File: config.mk
export PLATFORM = sky130hd
export DESIGN_NAME = tcp_connection_state_engine
export DESIGN_NICKNAME = d
export VERILOG_FILES = /design/src/design/tcse_pkg.sv /design/src/design/tcse_match.sv /design/src/design/tcp_connection_state_engine.sv
export SDC_FILE = /design/constraint.sdc
export NUM_CORES = 2
export LEC_CHECK = 0
export BUFFER_PORTS_ARGS = -buffer_cell sky130_fd_sc_hd__buf_2
export CAP_MARGIN = 10
export CORE_MARGIN = 2
export CORE_UTILIZATION = 55
export CTS_CLUSTER_DIAMETER = 50
export DETAILED_ROUTE_END_ITERATION = 8
export GPL_ROUTABILITY_DRIVEN = 1
export PLACE_DENSITY = 0.76
export SLEW_MARGIN = 5
export SYNTH_ARGS = -nofsm -noshare
export SYNTH_HDL_FRONTEND = slang
export SYNTH_SLANG_ARGS = --single-unit
File: constraint.sdc
create_clock -name clk_i -period 10.4 [get_ports clk_i]
set_input_delay 2.08 -clock clk_i [delete_from_list [all_inputs] [get_ports clk_i]]
set_output_delay 2.08 -clock clk_i [all_outputs]
set_load 0.05 [all_outputs]
File: src/design/tcse_pkg.sv
// package for the tcp connection state engine: constants, codes, types
// no dependencies
`default_nettype none
package tcse_pkg;
  localparam int unsigned MaxConn = 8;
  localparam int unsigned SlotW = 3;
  localparam int unsigned CountW = 4;

  localparam logic [5:0] FFin = 6'h01;
  localparam logic [5:0] FSyn = 6'h02;
  localparam logic [5:0] FRst = 6'h04;
  localparam logic [5:0] FPsh = 6'h08;
  localparam logic [5:0] FAck = 6'h10;

  localparam logic [3:0] StClosed = 4'd0;
  localparam logic [3:0] StListen = 4'd1;
  localparam logic [3:0] StSynSent = 4'd2;
  localparam logic [3:0] StSynRecv = 4'd3;
  localparam logic [3:0] StEstab = 4'd4;
  localparam logic [3:0] StLastAck = 4'd9;

  localparam logic [1:0] KindSeg = 2'd0;
  localparam logic [1:0] KindListen = 2'd1;
  localparam logic [1:0] KindConnect = 2'd2;
  localparam logic [1:0] KindSend = 2'd3;

  localparam logic [1:0] StsOk = 2'd0;
  localparam logic [1:0] StsNoMatch = 2'd1;
  localparam logic [1:0] StsFull = 2'd2;
  localparam logic [1:0] StsNotEst = 2'd3;

  localparam logic [13:0] SegMin = 14'd1040;
  localparam logic [13:0] SegMax = 14'd9000;
  localparam logic [13:0] SegReset = 14'd1400;

  typedef struct packed {
    logic [SlotW-1:0] slot;
    logic [1:0] status;
    logic send_valid;
    logic [5:0] flags;
    logic [31:0] seq;
    logic [31:0] ack;
    logic [31:0] ip;
    logic [15:0] rport;
    logic [15:0] lport;
    logic [13:0] len;
    logic last;
  } result_t;
endpackage
`default_nettype wire

File: src/design/tcse_match.sv
// per-entry match compare, one entry per cycle under the sequencer
// depends on tcse_pkg
`default_nettype none
module tcse_match (
  input  wire logic [3:0]  st_i,
  input  wire logic [15:0] ent_lport_i,
  input  wire logic [31:0] ent_ip_i,
  input  wire logic [15:0] ent_rport_i,
  input  wire logic [15:0] lport_i,
  input  wire logic [31:0] ip_i,
  input  wire logic [15:0] rport_i,
  output logic             hit_o
);
  assign hit_o = (ent_lport_i == lport_i) &&
                 ((st_i == tcse_pkg::StListen) ||
                  (ent_ip_i == ip_i && ent_rport_i == rport_i));
endmodule
`default_nettype wire

File: src/design/tcp_connection_state_engine.sv
// tcp connection state engine: 8-entry connection table, one item at a time
// segment items walk the table one entry a cycle
// listen and connect items pass from idle through the act state
// send items pass through the send state, then emit one result per segment, up to 64 segments
// each result sits in an output register until taken; stall holds the sequencer
// reset clears the entry count, the sequencer and the output valid, and sets max_segment to 1400
`default_nettype none
module tcp_connection_state_engine (
  input  wire logic        clk_i,
  input  wire logic        rst_ni,
  input  wire logic        cfg_we_i,
  input  wire logic [13:0] cfg_wdata_i,
  input  wire logic        in_valid_i,
  output logic             in_stall_o,
  input  wire logic [1:0]  kind_i,
  input  wire logic [2:0]  slot_i,
  input  wire logic [31:0] remote_ip_i,
  input  wire logic [15:0] remote_port_i,
  input  wire logic [15:0] local_port_i,
  input  wire logic [31:0] seq_in_i,
  input  wire logic [5:0]  flags_in_i,
  input  wire logic [15:0] segment_len_i,
  input  wire logic [3:0]  header_words_i,
  input  wire logic [31:0] isn_i,
  output logic             out_valid_o,
  input  wire logic        out_stall_i,
  output logic [2:0]       slot_out_o,
  output logic [1:0]       status_o,
  output logic             send_valid_o,
  output logic [5:0]       flags_out_o,
  output logic [31:0]      seq_out_o,
  output logic [31:0]      ack_out_o,
  output logic [31:0]      dest_ip_o,
  output logic [15:0]      peer_port_o,
  output logic [15:0]      host_port_o,
  output logic [13:0]      payload_len_o,
  output logic             last_o
);
  typedef enum logic [5:0] {
    S_IDLE = 6'b000001,
    S_SCAN = 6'b000010,
    S_ACT  = 6'b000100,
    S_FIN2 = 6'b001000,
    S_SEND = 6'b010000,
    S_EMIT = 6'b100000
  } state_e;

  state_e state_q, state_d;
  logic [13:0] maxseg_q;
  logic [tcse_pkg::CountW-1:0] count_q;
  logic [tcse_pkg::SlotW-1:0] idx_q;
  logic [15:0] rem_q;
  logic [13:0] seg_q;
  logic miss_q;

  logic [3:0]  st_m [tcse_pkg::MaxConn];
  logic [15:0] lp_m [tcse_pkg::MaxConn];
  logic [31:0] ip_m [tcse_pkg::MaxConn];
  logic [15:0] rp_m [tcse_pkg::MaxConn];
  logic [31:0] sq_m [tcse_pkg::MaxConn];
  logic [31:0] ak_m [tcse_pkg::MaxConn];

  // latched input item
  logic [1:0]  kind_q;
  logic [2:0]  slot_q;
  logic [31:0] ip_q, seqin_q, isn_q;
  logic [15:0] rport_q, lport_q, len_q;
  logic [5:0]  fl_q;
  logic [5:0]  hdr_q;

  tcse_pkg::result_t res_q;
  logic ov_q;
  logic out_free;
  assign out_free = !ov_q || !out_stall_i;

  logic hit;
  tcse_match u_match (
    .st_i(st_m[idx_q]), .ent_lport_i(lp_m[idx_q]), .ent_ip_i(ip_m[idx_q]),
    .ent_rport_i(rp_m[idx_q]), .lport_i(lport_q), .ip_i(ip_q), .rport_i(rport_q),
    .hit_o(hit)
  );

  assign in_stall_o = (state_q != S_IDLE);
  logic acc;
  assign acc = in_valid_i && !in_stall_o;

  // shared subtract unit: send remainder and payload length
  logic [16:0] diff;
  logic [15:0] sub_a, sub_b;
  always_comb begin
    if (state_q == S_EMIT) begin
      sub_a = rem_q;
      sub_b = {2'b00, seg_q};
    end else begin
      sub_a = len_q;
      sub_b = {10'd0, hdr_q};
    end
    diff = {1'b0, sub_a} - {1'b0, sub_b};
  end

  logic [3:0] cst;
  assign cst = st_m[idx_q];
  logic [tcse_pkg::CountW-1:0] idx_ext;
  assign idx_ext = {1'b0, idx_q};

  function automatic tcse_pkg::result_t plain(logic [2:0] s, logic [1:0] sts, logic lst);
    tcse_pkg::result_t r;
    r = '0;
    r.slot = s;
    r.status = sts;
    r.last = lst;
    return r;
  endfunction

  logic emit;
  tcse_pkg::result_t res_d;
  logic wr_en;
  logic [3:0] wr_st;
  logic [31:0] wr_sq, wr_ak;
  logic wr_all;

  always_comb begin
    state_d = state_q;
    emit = 1'b0;
    res_d = res_q;
    wr_en = 1'b0;
    wr_all = 1'b0;
    wr_st = cst;
    wr_sq = sq_m[idx_q];
    wr_ak = ak_m[idx_q];
    case (state_q)
      S_IDLE: begin
        if (acc) begin
          case (kind_i)
            tcse_pkg::KindSeg: state_d = S_SCAN;
            tcse_pkg::KindSend: state_d = S_SEND;
            default: state_d = S_ACT;
          endcase
        end
      end
      S_SCAN: begin
        // a miss on the last live entry, or an empty table, ends the walk with no match
        if (miss_q || idx_ext >= count_q) begin
          if (out_free) begin
            emit = 1'b1;
            res_d = plain(3'd0, tcse_pkg::StsNoMatch, 1'b1);
            state_d = S_IDLE;
          end
        end else if (hit) begin
          state_d = S_ACT;
        end
      end
      S_ACT: begin
        if (out_free) begin
          emit = 1'b1;
          state_d = S_IDLE;
          if (kind_q != tcse_pkg::KindSeg) begin
            if (count_q == tcse_pkg::CountW'(tcse_pkg::MaxConn)) begin
              res_d = plain(3'd0, tcse_pkg::StsFull, 1'b1);
            end else begin
              wr_all = 1'b1;
              if (kind_q == tcse_pkg::KindListen) begin
                res_d = plain(count_q[2:0], tcse_pkg::StsOk, 1'b1);
              end else begin
                res_d = '{slot: count_q[2:0], status: tcse_pkg::StsOk, send_valid: 1'b1,
                          flags: tcse_pkg::FSyn, seq: isn_q, ack: 32'd0, ip: ip_q,
                          rport: rport_q, lport: lport_q, len: 14'd0, last: 1'b1};
              end
            end
          end else begin
            res_d = plain(idx_q, tcse_pkg::StsOk, 1'b1);
            res_d.ip = ip_m[idx_q];
            res_d.rport = rp_m[idx_q];
            res_d.lport = lp_m[idx_q];
            res_d.seq = sq_m[idx_q];
            res_d.ack = ak_m[idx_q];
            if (cst == tcse_pkg::StListen && fl_q[1]) begin
              wr_en = 1'b1;
              wr_st = tcse_pkg::StSynRecv;
              wr_ak = seqin_q + 32'd1;
              wr_sq = isn_q;
              res_d.send_valid = 1'b1;
              res_d.flags = tcse_pkg::FSyn | tcse_pkg::FAck;
              res_d.ip = ip_q;
              res_d.rport = rport_q;
              res_d.seq = isn_q;
              res_d.ack = wr_ak;
            end else if (cst == tcse_pkg::StSynSent && fl_q[1] && fl_q[4]) begin
              wr_en = 1'b1;
              wr_st = tcse_pkg::StEstab;
              wr_ak = seqin_q + 32'd1;
              res_d.send_valid = 1'b1;
              res_d.flags = tcse_pkg::FAck;
              res_d.ack = wr_ak;
            end else if (cst == tcse_pkg::StSynRecv && fl_q[4]) begin
              wr_en = 1'b1;
              wr_st = tcse_pkg::StEstab;
            end else if (cst == tcse_pkg::StEstab && fl_q[0]) begin
              wr_en = 1'b1;
              wr_st = tcse_pkg::StLastAck;
              wr_ak = seqin_q + 32'd1;
              res_d.send_valid = 1'b1;
              res_d.flags = tcse_pkg::FAck;
              res_d.ack = wr_ak;
              res_d.last = 1'b0;
              state_d = S_FIN2;
            end else if (cst == tcse_pkg::StEstab && fl_q[4]) begin
              if (!diff[16] && diff[15:0] != 16'd0) begin
                wr_en = 1'b1;
                wr_ak = seqin_q + {16'd0, diff[15:0]};
                res_d.send_valid = 1'b1;
                res_d.flags = tcse_pkg::FAck;
                res_d.ack = wr_ak;
              end
            end else if (cst == tcse_pkg::StLastAck && fl_q[4]) begin
              wr_en = 1'b1;
              wr_st = tcse_pkg::StClosed;
            end
            if (!res_d.send_valid) res_d = plain(idx_q, tcse_pkg::StsOk, 1'b1);
          end
        end
      end
      S_FIN2: begin
        if (out_free) begin
          emit = 1'b1;
          res_d.flags = tcse_pkg::FFin | tcse_pkg::FAck;
          res_d.last = 1'b1;
          state_d = S_IDLE;
        end
      end
      S_SEND: begin
        if (out_free) begin
          if ({1'b0, slot_q} >= count_q) begin
            emit = 1'b1;
            res_d = plain(slot_q, tcse_pkg::StsNoMatch, 1'b1);
            state_d = S_IDLE;
          end else if (st_m[slot_q] != tcse_pkg::StEstab) begin
            emit = 1'b1;
            res_d = plain(slot_q, tcse_pkg::StsNotEst, 1'b1);
            state_d = S_IDLE;
          end else if (len_q == 16'd0) begin
            emit = 1'b1;
            res_d = plain(slot_q, tcse_pkg::StsOk, 1'b1);
            state_d = S_IDLE;
          end else begin
            state_d = S_EMIT;
          end
        end
      end
      S_EMIT: begin
        if (out_free) begin
          emit = 1'b1;
          wr_en = 1'b1;
          res_d = '{slot: idx_q, status: tcse_pkg::StsOk, send_valid: 1'b1,
                    flags: tcse_pkg::FPsh | tcse_pkg::FAck, seq: sq_m[idx_q],
                    ack: ak_m[idx_q], ip: ip_m[idx_q], rport: rp_m[idx_q],
                    lport: lp_m[idx_q], len: 14'd0, last: 1'b0};
          if (diff[16] || diff[15:0] == 16'd0) begin
            res_d.len = rem_q[13:0];
            res_d.last = 1'b1;
            wr_sq = sq_m[idx_q] + {16'd0, rem_q};
            state_d = S_IDLE;
          end else begin
            res_d.len = seg_q;
            wr_sq = sq_m[idx_q] + {18'd0, seg_q};
          end
        end
      end
      default: state_d = S_IDLE;
    endcase
  end

  always_ff @(posedge clk_i or negedge rst_ni) begin
    if (!rst_ni) begin
      state_q <= S_IDLE;
      count_q <= '0;
      maxseg_q <= tcse_pkg::SegReset;
      ov_q <= 1'b0;
      idx_q <= '0;
    end else begin
      state_q <= state_d;
      if (cfg_we_i) maxseg_q <= cfg_wdata_i;
      if (emit) ov_q <= 1'b1;
      else if (!out_stall_i) ov_q <= 1'b0;
      if (acc) idx_q <= '0;
      else if (state_q == S_SCAN && !hit && idx_ext < count_q) begin
        // on the last entry the index holds and the miss flag ends the walk
        if (idx_ext == count_q - 4'd1 || idx_q == 3'd7) idx_q <= idx_q;
        else idx_q <= idx_q + 3'd1;
      end else if (state_q == S_SEND) idx_q <= slot_q;
      if (wr_all) count_q <= count_q + 4'd1;
    end
  end

  // set when the last live entry misses
  always_ff @(posedge clk_i or negedge rst_ni) begin
    if (!rst_ni) miss_q <= 1'b0;
    else if (acc) miss_q <= 1'b0;
    else if (state_q == S_SCAN && !hit && idx_ext < count_q &&
             (idx_ext == count_q - 4'd1 || idx_q == 3'd7)) miss_q <= 1'b1;
  end

  always_ff @(posedge clk_i) begin
    if (acc) begin
      kind_q <= kind_i; slot_q <= slot_i; ip_q <= remote_ip_i;
      rport_q <= remote_port_i; lport_q <= local_port_i; seqin_q <= seq_in_i;
      fl_q <= flags_in_i; len_q <= segment_len_i; hdr_q <= {header_words_i, 2'b00};
      isn_q <= isn_i;
    end
    if (state_q == S_SEND) begin
      rem_q <= len_q;
      if (maxseg_q < tcse_pkg::SegMin) seg_q <= tcse_pkg::SegMin;
      else if (maxseg_q > tcse_pkg::SegMax) seg_q <= tcse_pkg::SegMax;
      else seg_q <= maxseg_q;
    end else if (state_q == S_EMIT && out_free) rem_q <= diff[15:0];
    if (emit) res_q <= res_d;
    if (wr_all) begin
      st_m[count_q[2:0]] <= (kind_q == tcse_pkg::KindListen) ?
                            tcse_pkg::StListen : tcse_pkg::StSynSent;
      lp_m[count_q[2:0]] <= lport_q;
      ip_m[count_q[2:0]] <= (kind_q == tcse_pkg::KindListen) ? 32'd0 : ip_q;
      rp_m[count_q[2:0]] <= (kind_q == tcse_pkg::KindListen) ? 16'd0 : rport_q;
      sq_m[count_q[2:0]] <= (kind_q == tcse_pkg::KindListen) ? 32'd0 : isn_q;
      ak_m[count_q[2:0]] <= 32'd0;
    end else if (wr_en) begin
      st_m[idx_q] <= wr_st;
      sq_m[idx_q] <= wr_sq;
      ak_m[idx_q] <= wr_ak;
      if (state_q == S_ACT && cst == tcse_pkg::StListen) begin
        ip_m[idx_q] <= ip_q;
        rp_m[idx_q] <= rport_q;
      end
    end
  end

  assign out_valid_o = ov_q;
  assign slot_out_o = res_q.slot;
  assign status_o = res_q.status;
  assign send_valid_o = res_q.send_valid;
  assign flags_out_o = res_q.flags;
  assign seq_out_o = res_q.seq;
  assign ack_out_o = res_q.ack;
  assign dest_ip_o = res_q.ip;
  assign peer_port_o = res_q.rport;
  assign host_port_o = res_q.lport;
  assign payload_len_o = res_q.len;
  assign last_o = res_q.last;
endmodule
`default_nettype wire

-- Word-level counts from Yosys, hierarchy flattened
Memory sizes are Yosys's and may differ from the RTL's. A register that Yosys moved wholly into a read port is not among the register bits.
Cells that the tools add are included.
- $add $sub $neg: 8
- $lt $le $gt $ge: 5
- equal/unequal tests: 33
- muxes and demuxes: 139
- reduce and logical (&&, ||, !) cells: 47
- operator list (kind ; count):
    155-bit 2-to-1 mux ; 10
    32-bit 2-to-1 mux ; 19
    142-bit case mux with 4 select lines ; 1
    150-bit 2-to-1 mux ; 2
    32-bit OR reduction ; 3
    16-bit 2-to-1 mux ; 5
    6-bit 2-to-1 mux ; 12
    32-bit by 16-bit adder with 32-bit output ; 2
    32-bit case mux with 2 select lines ; 1
    7-bit 2-to-1 mux ; 9
    4-bit 2-to-1 mux ; 15
    48-bit 2-to-1 mux ; 1
    1-bit 2-to-1 mux ; 43
    14-bit 2-to-1 mux ; 3
    6-bit case mux with 6 select lines ; 1
    32-bit by 1-bit adder with 32-bit output, second input constant ; 1
    32-bit by 14-bit adder with 32-bit output ; 1
    16-bit == test ; 2
    32-bit == test ; 1
    16-bit zero test ; 2
    3-bit 2-to-1 mux ; 10
    6-bit case mux with 5 select lines ; 1
    6-bit case mux with 4 select lines ; 1
    16-bit by 16-bit subtractor with 17-bit output ; 1
    49 further kinds ; 85
- bits in registers: 372
- bits in writable memories: 1056
- word-level logic and storage cells: 268
- memories kept: 6
- memories (memory ; depth ; width ; read ports ; clocked after Yosys merged registers in ; write ports ; RTL line ; text):
    ak_m ; 8 ; 32 ; 1 ; 0 ; 1 ; tcp_connection_state_engine.sv:61 ; logic [31:0] ak_m [tcse_pkg::MaxConn];
    ip_m ; 8 ; 32 ; 1 ; 0 ; 1 ; tcp_connection_state_engine.sv:58 ; logic [31:0] ip_m [tcse_pkg::MaxConn];
    sq_m ; 8 ; 32 ; 1 ; 0 ; 1 ; tcp_connection_state_engine.sv:60 ; logic [31:0] sq_m [tcse_pkg::MaxConn];
    lp_m ; 8 ; 16 ; 1 ; 0 ; 1 ; tcp_connection_state_engine.sv:57 ; logic [15:0] lp_m [tcse_pkg::MaxConn];
    rp_m ; 8 ; 16 ; 1 ; 0 ; 1 ; tcp_connection_state_engine.sv:59 ; logic [15:0] rp_m [tcse_pkg::MaxConn];
    st_m ; 8 ; 4 ; 2 ; 1 ; 1 ; tcp_connection_state_engine.sv:56 ; logic [3:0] st_m [tcse_pkg::MaxConn];

-- Depth between registers and ports, before layout
- depth in word-level cells: 19
- gate-level depth with buffers: 32
- mapped depth without buffers: 27

-- Cells and area by module
Synthesis repeated with hierarchy kept, for this count alone.
- cells, all modules: 3611
- area, all modules: 61320.1 um^2
- by module, submodules not included (module ; times used ; cells each ; area each (um^2) ; sequential area each (um^2)):
    tcp_connection_state_engine ; 1 ; 3524 ; 60609.4 ; 42684.7
    tcse_match ; 1 ; 87 ; 710.7 ; 0.0

-- Worst setup path before layout
No wires, ideal clock.
- kind: flip-flop to flip-flop
- from: register state_q[2]
- to: memory ak_m[1][0], enable pin
- arrival: 9.729 ns
- data required time: 9.812 ns
- setup slack: 0.083 ns
- stages on the path, launching flop included: 21
- path buffers: 5
- cells stage by stage: dfrtp_1 buf_2 or4b_1 or2_4 clkinv_4 clkbuf_1 clkbuf_1 buf_1 nand2_1 fa_1 a211oi_1 o211ai_1 a31o_2 a21oi_1 xnor2_1 nor4_4 nor2_2 a2bb2oi_1 buf_2 o21ai_0 o21ai_0
- longest elaborated chain between the ends: 19
- RTL lines (what ; RTL line ; text):
    from (decl) ; tcp_connection_state_engine.sv:48 ; state_e state_q, state_d;
    from (signal assigned) ; tcp_connection_state_engine.sv:281 ; state_q <= state_d;
    6-bit == test ; tcp_connection_state_engine.sv:91, tcp_connection_state_engine.sv:131 ;
    16-bit 2-to-1 mux or 14-bit 2-to-1 mux (tied branches) ; tcp_connection_state_engine.sv:91 ; if (state_q == S_EMIT) begin
    16-bit by 16-bit subtractor with 17-bit output ; tcp_connection_state_engine.sv:98 ; diff = {1'b0, sub_a} - {1'b0, sub_b};
    16-bit nonzero test or 1-bit zero test (tied branches) ; tcp_connection_state_engine.sv:208 ; if (!diff[16] && diff[15:0] != 16'd0) begin
    1-bit logical AND ; tcp_connection_state_engine.sv:208 ;
    1-bit 2-to-1 mux ; tcp_connection_state_engine.sv:208 ;
    1-bit 2-to-1 mux ; tcp_connection_state_engine.sv:207 ; end else if (cst == tcse_pkg::StEstab && fl_q[4]) begin
    1-bit 2-to-1 mux ; tcp_connection_state_engine.sv:198 ; end else if (cst == tcse_pkg::StEstab && fl_q[0]) begin
    [3 not listed] ; - ;
    1-bit 2-to-1 mux ; tcp_connection_state_engine.sv:157 ; if (kind_q != tcse_pkg::KindSeg) begin
    1-bit 2-to-1 mux ; tcp_connection_state_engine.sv:154 ; if (out_free) begin
    1-bit case mux with 2 select lines ; tcp_connection_state_engine.sv:131 ; case (state_q)
    1-bit 2-to-1 mux ; tcp_connection_state_engine.sv:325 ; end else if (wr_en) begin
    1-bit 2-to-1 mux ; tcp_connection_state_engine.sv:317 ; if (wr_all) begin
    1-bit 2-to-1 mux (not written as such) ; tcp_connection_state_engine.sv:328 ; ak_m[idx_q] <= wr_ak;
    32-bit OR reduction (no line) ; - ;
    3-bit 2-to-1 mux (no line) or 1-bit 2-to-1 mux (tied branches) ; - ;
    to (decl) ; tcp_connection_state_engine.sv:61 ;
Parallel ways exist; a longest one is shown, timed or not.

-- Worst setup path after layout
- from: register state_q[2]
- to: memory sq_m[0][22] (data pin)
- longest elaborated chain between the ends: 19
- RTL lines (what ; RTL line ; text):
    6-bit == test ; tcp_connection_state_engine.sv:91, tcp_connection_state_engine.sv:131 ;
    16-bit 2-to-1 mux or 14-bit 2-to-1 mux (tied branches) ; tcp_connection_state_engine.sv:91 ;
    16-bit by 16-bit subtractor with 17-bit output ; tcp_connection_state_engine.sv:98 ;
    16-bit nonzero test or 1-bit zero test (tied branches) ; tcp_connection_state_engine.sv:208 ;
    1-bit logical AND ; tcp_connection_state_engine.sv:208 ;
    1-bit 2-to-1 mux ; tcp_connection_state_engine.sv:208 ;
    1-bit 2-to-1 mux ; tcp_connection_state_engine.sv:207 ;
    1-bit 2-to-1 mux ; tcp_connection_state_engine.sv:198 ;
    [3 not listed] ; - ;
    1-bit 2-to-1 mux ; tcp_connection_state_engine.sv:157 ;
    1-bit 2-to-1 mux ; tcp_connection_state_engine.sv:154 ;
    1-bit case mux with 2 select lines ; tcp_connection_state_engine.sv:131 ;
    1-bit 2-to-1 mux ; tcp_connection_state_engine.sv:325 ;
    1-bit 2-to-1 mux ; tcp_connection_state_engine.sv:317 ;
    1-bit 2-to-1 mux (not written as such) ; tcp_connection_state_engine.sv:327 ; sq_m[idx_q] <= wr_sq;
    32-bit OR reduction (no line) ; - ;
    32-bit 2-to-1 mux (no line) * ; - ;
    to (decl) ; tcp_connection_state_engine.sv:60 ;
Mark *: on every way between the ends. The rest lies on a longest branch, timed or not.

==> results.md <==
- Worst EP required: 10.84 ns
- Number of routed nets with antenna violations: 0
- Pwr per Cell Area: 250 mW/mm²
- Max Root-Sink Buffers: 3
- CP max FO: a little over 40
- Fraction of final layout cells sized beyond drive strength 1: between 20% and 30%
- Detailed-route wire length per cell: around 28 µm
- Global-route wire length before repair: ~240 mm
- Clock sink count: around 1,400
- Compound-Gate Fraction of Synth Area: 7.21%
- List of most frequent post-synthesis cells: 1,395 x edfxtp_1, 272 x nand2_1, 264 x mux4_2, 175 x nor2_1, 140 x o21ai_0
- Mapped Avg Cell Area: 16.4 µm²
- Routed vias: roughly 38,000
- Area after detailed placement: 0.0654 mm²
- Final Util: 62.9%
- Number of ports placed on the die boundary: about 340
- Drt total wl: approximately 160 mm
- Worst VDD drop: 245 µV
- Number of antenna violations at the first check in global routing: 10
- Multi-input gate area: 0.0184 mm²
- Cell with the biggest individual delay on the critical path: a211oi_1
- Main area contributors after synthesis: edfxtp_1 68%, mux4_2 9.6%, mux2i_1 1.9%
- Fill cells: 7,767
- Storage cell area: roughly 0.043 mm²
- Number of global-route vias before repair: ~37,000
- Transition at the pin with the smallest max-transition slack: 1.31 ns
- Clock tree root driver cell: clkbuf_16
- Sequential-to-total area share from yosys stat: 68.8%
- Count of nets after finishing: between 4,000 and 5,000
- Synth-to-layout area growth: 13.8%
- Clock tree from TritonCTS: yes
- Core area: roughly 0.11 mm²
- Final worst clock skew: approximately 0.048 ns
- Number of iterations in the first detailed-routing pass: 7
- Maximum number of pins on one net before global-route repair: roughly 130
- Hpwl dp: between 100 and 150 mm
- Most repeated library cell on the critical path: buf_4
- Final hold violation count: 0
- Die W: roughly 340 µm
- Post-cts sizing count: 0
- RSZ-0062 raised after global routing: no
- Flip-flop cell with the highest count after synthesis: edfxtp_1
- Post-route setup TNS: 0 ns
- Dominant combinational cell family by area after synthesis: multiplexers
- Post-DR vias/cell: between 6 and 7
- Sum of overflow across all layers after global routing: 0
- Post-CTS Setup Bufs: 0
- Total of max-cap violations: 0
- Fin area: 0.0706 mm²
- Height of the die: about 340 µm
- Initial drt markers: 4,842
- Post-Synth Simple-Gate Area: 6.00%
- Max-slew violation total from the final report: 0
- LEAKAGE: roughly 24 nW
- Total global-route track usage: approximately 28%
- Final RePlAce weighted congestion: 0.968
- Number of synthesized register bits: 1,427
- Worst Setup Path Type: reg2reg
- Most frequently used cell type in the post-synthesis netlist: edfxtp_1
- Number of remaining DRC errors: 0
- CP delay by family, top: compound AO/OA/AOI/OAI gates
- Post-synthesis instance total: ~3,800
- Number of buffers added by the clock tree synthesis step: approximately 150
- Slew Limit Headroom: a little under an eighth
- Area of the mapped netlist: roughly 0.062 mm²
- Synth area leader: edfxtp_1
- Fin worst setup slack: roughly 1.2 ns
- Area enclosed by the die boundary: approximately 0.12 mm²
- Slowest stage delay, CP: approximately 0.61 ns
- CP Buf/Inv Count: 5
- Worst-skew pair later-pin latency: between 0.7 and 0.8 ns
- Rows: between 100 and 150
- Arithmetic-cell share of the synthesized area counting full adders, half adders and majority gates: approximately 1.4%
- Result of the run: finished clean
- Xor and xnor area share after synthesis: 1.99%
- Maximum clock rate: between 100 and 150 MHz
- Worst setup timing slack at the placement stage: about 1.4 ns
- Unique masters post-synth: 97
- Final worst path period share: around 89%
- Hold buffer count at CTS: 0
- Clock-pin transition on the worst setup and hold timing paths: roughly 0.060 ns
- Share of cell area taken by muxes after synthesis: approximately 13%
- Post-route minimum period: 9.21 ns
- Fraction of synthesis flops using an asynchronous set or reset pin: roughly 2.0%
- Endpoint class of the critical path: flop
- Max H-tree Level: 4
- WP data arrival: about 9.7 ns
- Initial standard-cell utilization of the core: between 50% and 60%
- Count of input and output buffers: between 300 and 400
- Hold Crit Class: reg2reg
- Worst hold slack after final layout: ~0.52 ns
- Synth top area share: about two thirds
- Total of endpoints with negative setup slack in the final report: 0
- CP startpoint kind: flop
- Yosys warning total: 0
- Count of flip-flops with a built-in enable after synthesis: roughly 1,400
- Internal reg-to-reg setup slack: 1.19 ns
cells by family (layout without fill, tap and decap cells):
family,Yosys count,after routing
adder cells (fa/ha/maj),67,67
XOR/XNOR,141,141
flip-flops,1427,1427
buffers and inverters,263,757
AND/OR/NAND/NOR,771,771
multiplexers,444,444
other,1,6
AO/OA/AOI/OAI,662,662
through the flow:
stage	std cells	power, W
after floorplan	3777	0.0109
after global placement	5484	0.0121
after CTS	5771	0.0176
after detailed placement	5484	0.0122
after global routing	5771	0.0183
final	5775	0.0176
final timing paths:
path,startpoint,to,cells after the start
setup / recovery,state_q[2],sq_m[0][22],30
hold / removal,miss_q,miss_q,2
setup reg to reg,state_q[2],sq_m[0][22],30
hold reg to reg,miss_q,miss_q,2
max in group asynchronous,rst_ni,idx_q[1],1
min in group asynchronous,rst_ni,idx_q[2],1
per-layer routing:
layer	wire, µm	up-vias	global-route usage, %
li1	-	15834	-
met1	63500	18904	39.5
met2	75400	2344	43.4
met3	16900	402	6.13
met4	5890	16	10.2
met5	268	-	0
cells in the final DEF, fill, tap and decap left out, types with 64 or more instances in the layout:
| master | instances |
|---|---|
| nand2_1 | 272 |
| clkbuf_16 | 154 |
| o21ai_0 | 126 |
| edfxtp_1 | 1395 |
| nor2_1 | 171 |
| buf_2 | 329 |
| ha_1 | 64 |
| mux2i_1 | 117 |
| inv_1 | 66 |
| and2_1 | 78 |
| a21oi_1 | 139 |
| buf_4 | 70 |
| xnor2_1 | 91 |
| mux4_2 | 264 |
cell type report:
cell class	count	area share [%]
diodes	4	0.0142
clock buffers	180	5.60
clock inverters	107	1.68
inverters	68	0.369
multi-input cells	2087	26.0
flip-flops and latches	1427	60.5
well taps	1500	2.66
repair buffers	402	3.16
where the power goes:
group / internal (W) / switching, W / total, W
logic: 0.00195 / 0.00297 / 0.00492
clock network: 0.00305 / 0.00237 / 0.00542
registers: 0.00691 / 0.000373 / 0.00729
total: 0.0119 / 0.00571 / 0.0176
registers in the layout, indices dropped and copies added (netlist names), 32 cells and up, named ones only:
name,cells
ack_out_o,32
ak_m,256
dest_ip_o,32
ip_m,256
ip_q,32
isn_q,32
lp_m,128
rp_m,128
seq_out_o,32
seqin_q,32
sq_m,256
st_m,32
tightest hold or removal path, delay by kind of cell (launching register included):
family                 cells  cell delay, ns
buffers and inverters      1            0.05
DFF                        1            0.32
AOI/OAI and AO/OA          1            0.11
(Power assumes the default switching activity.)
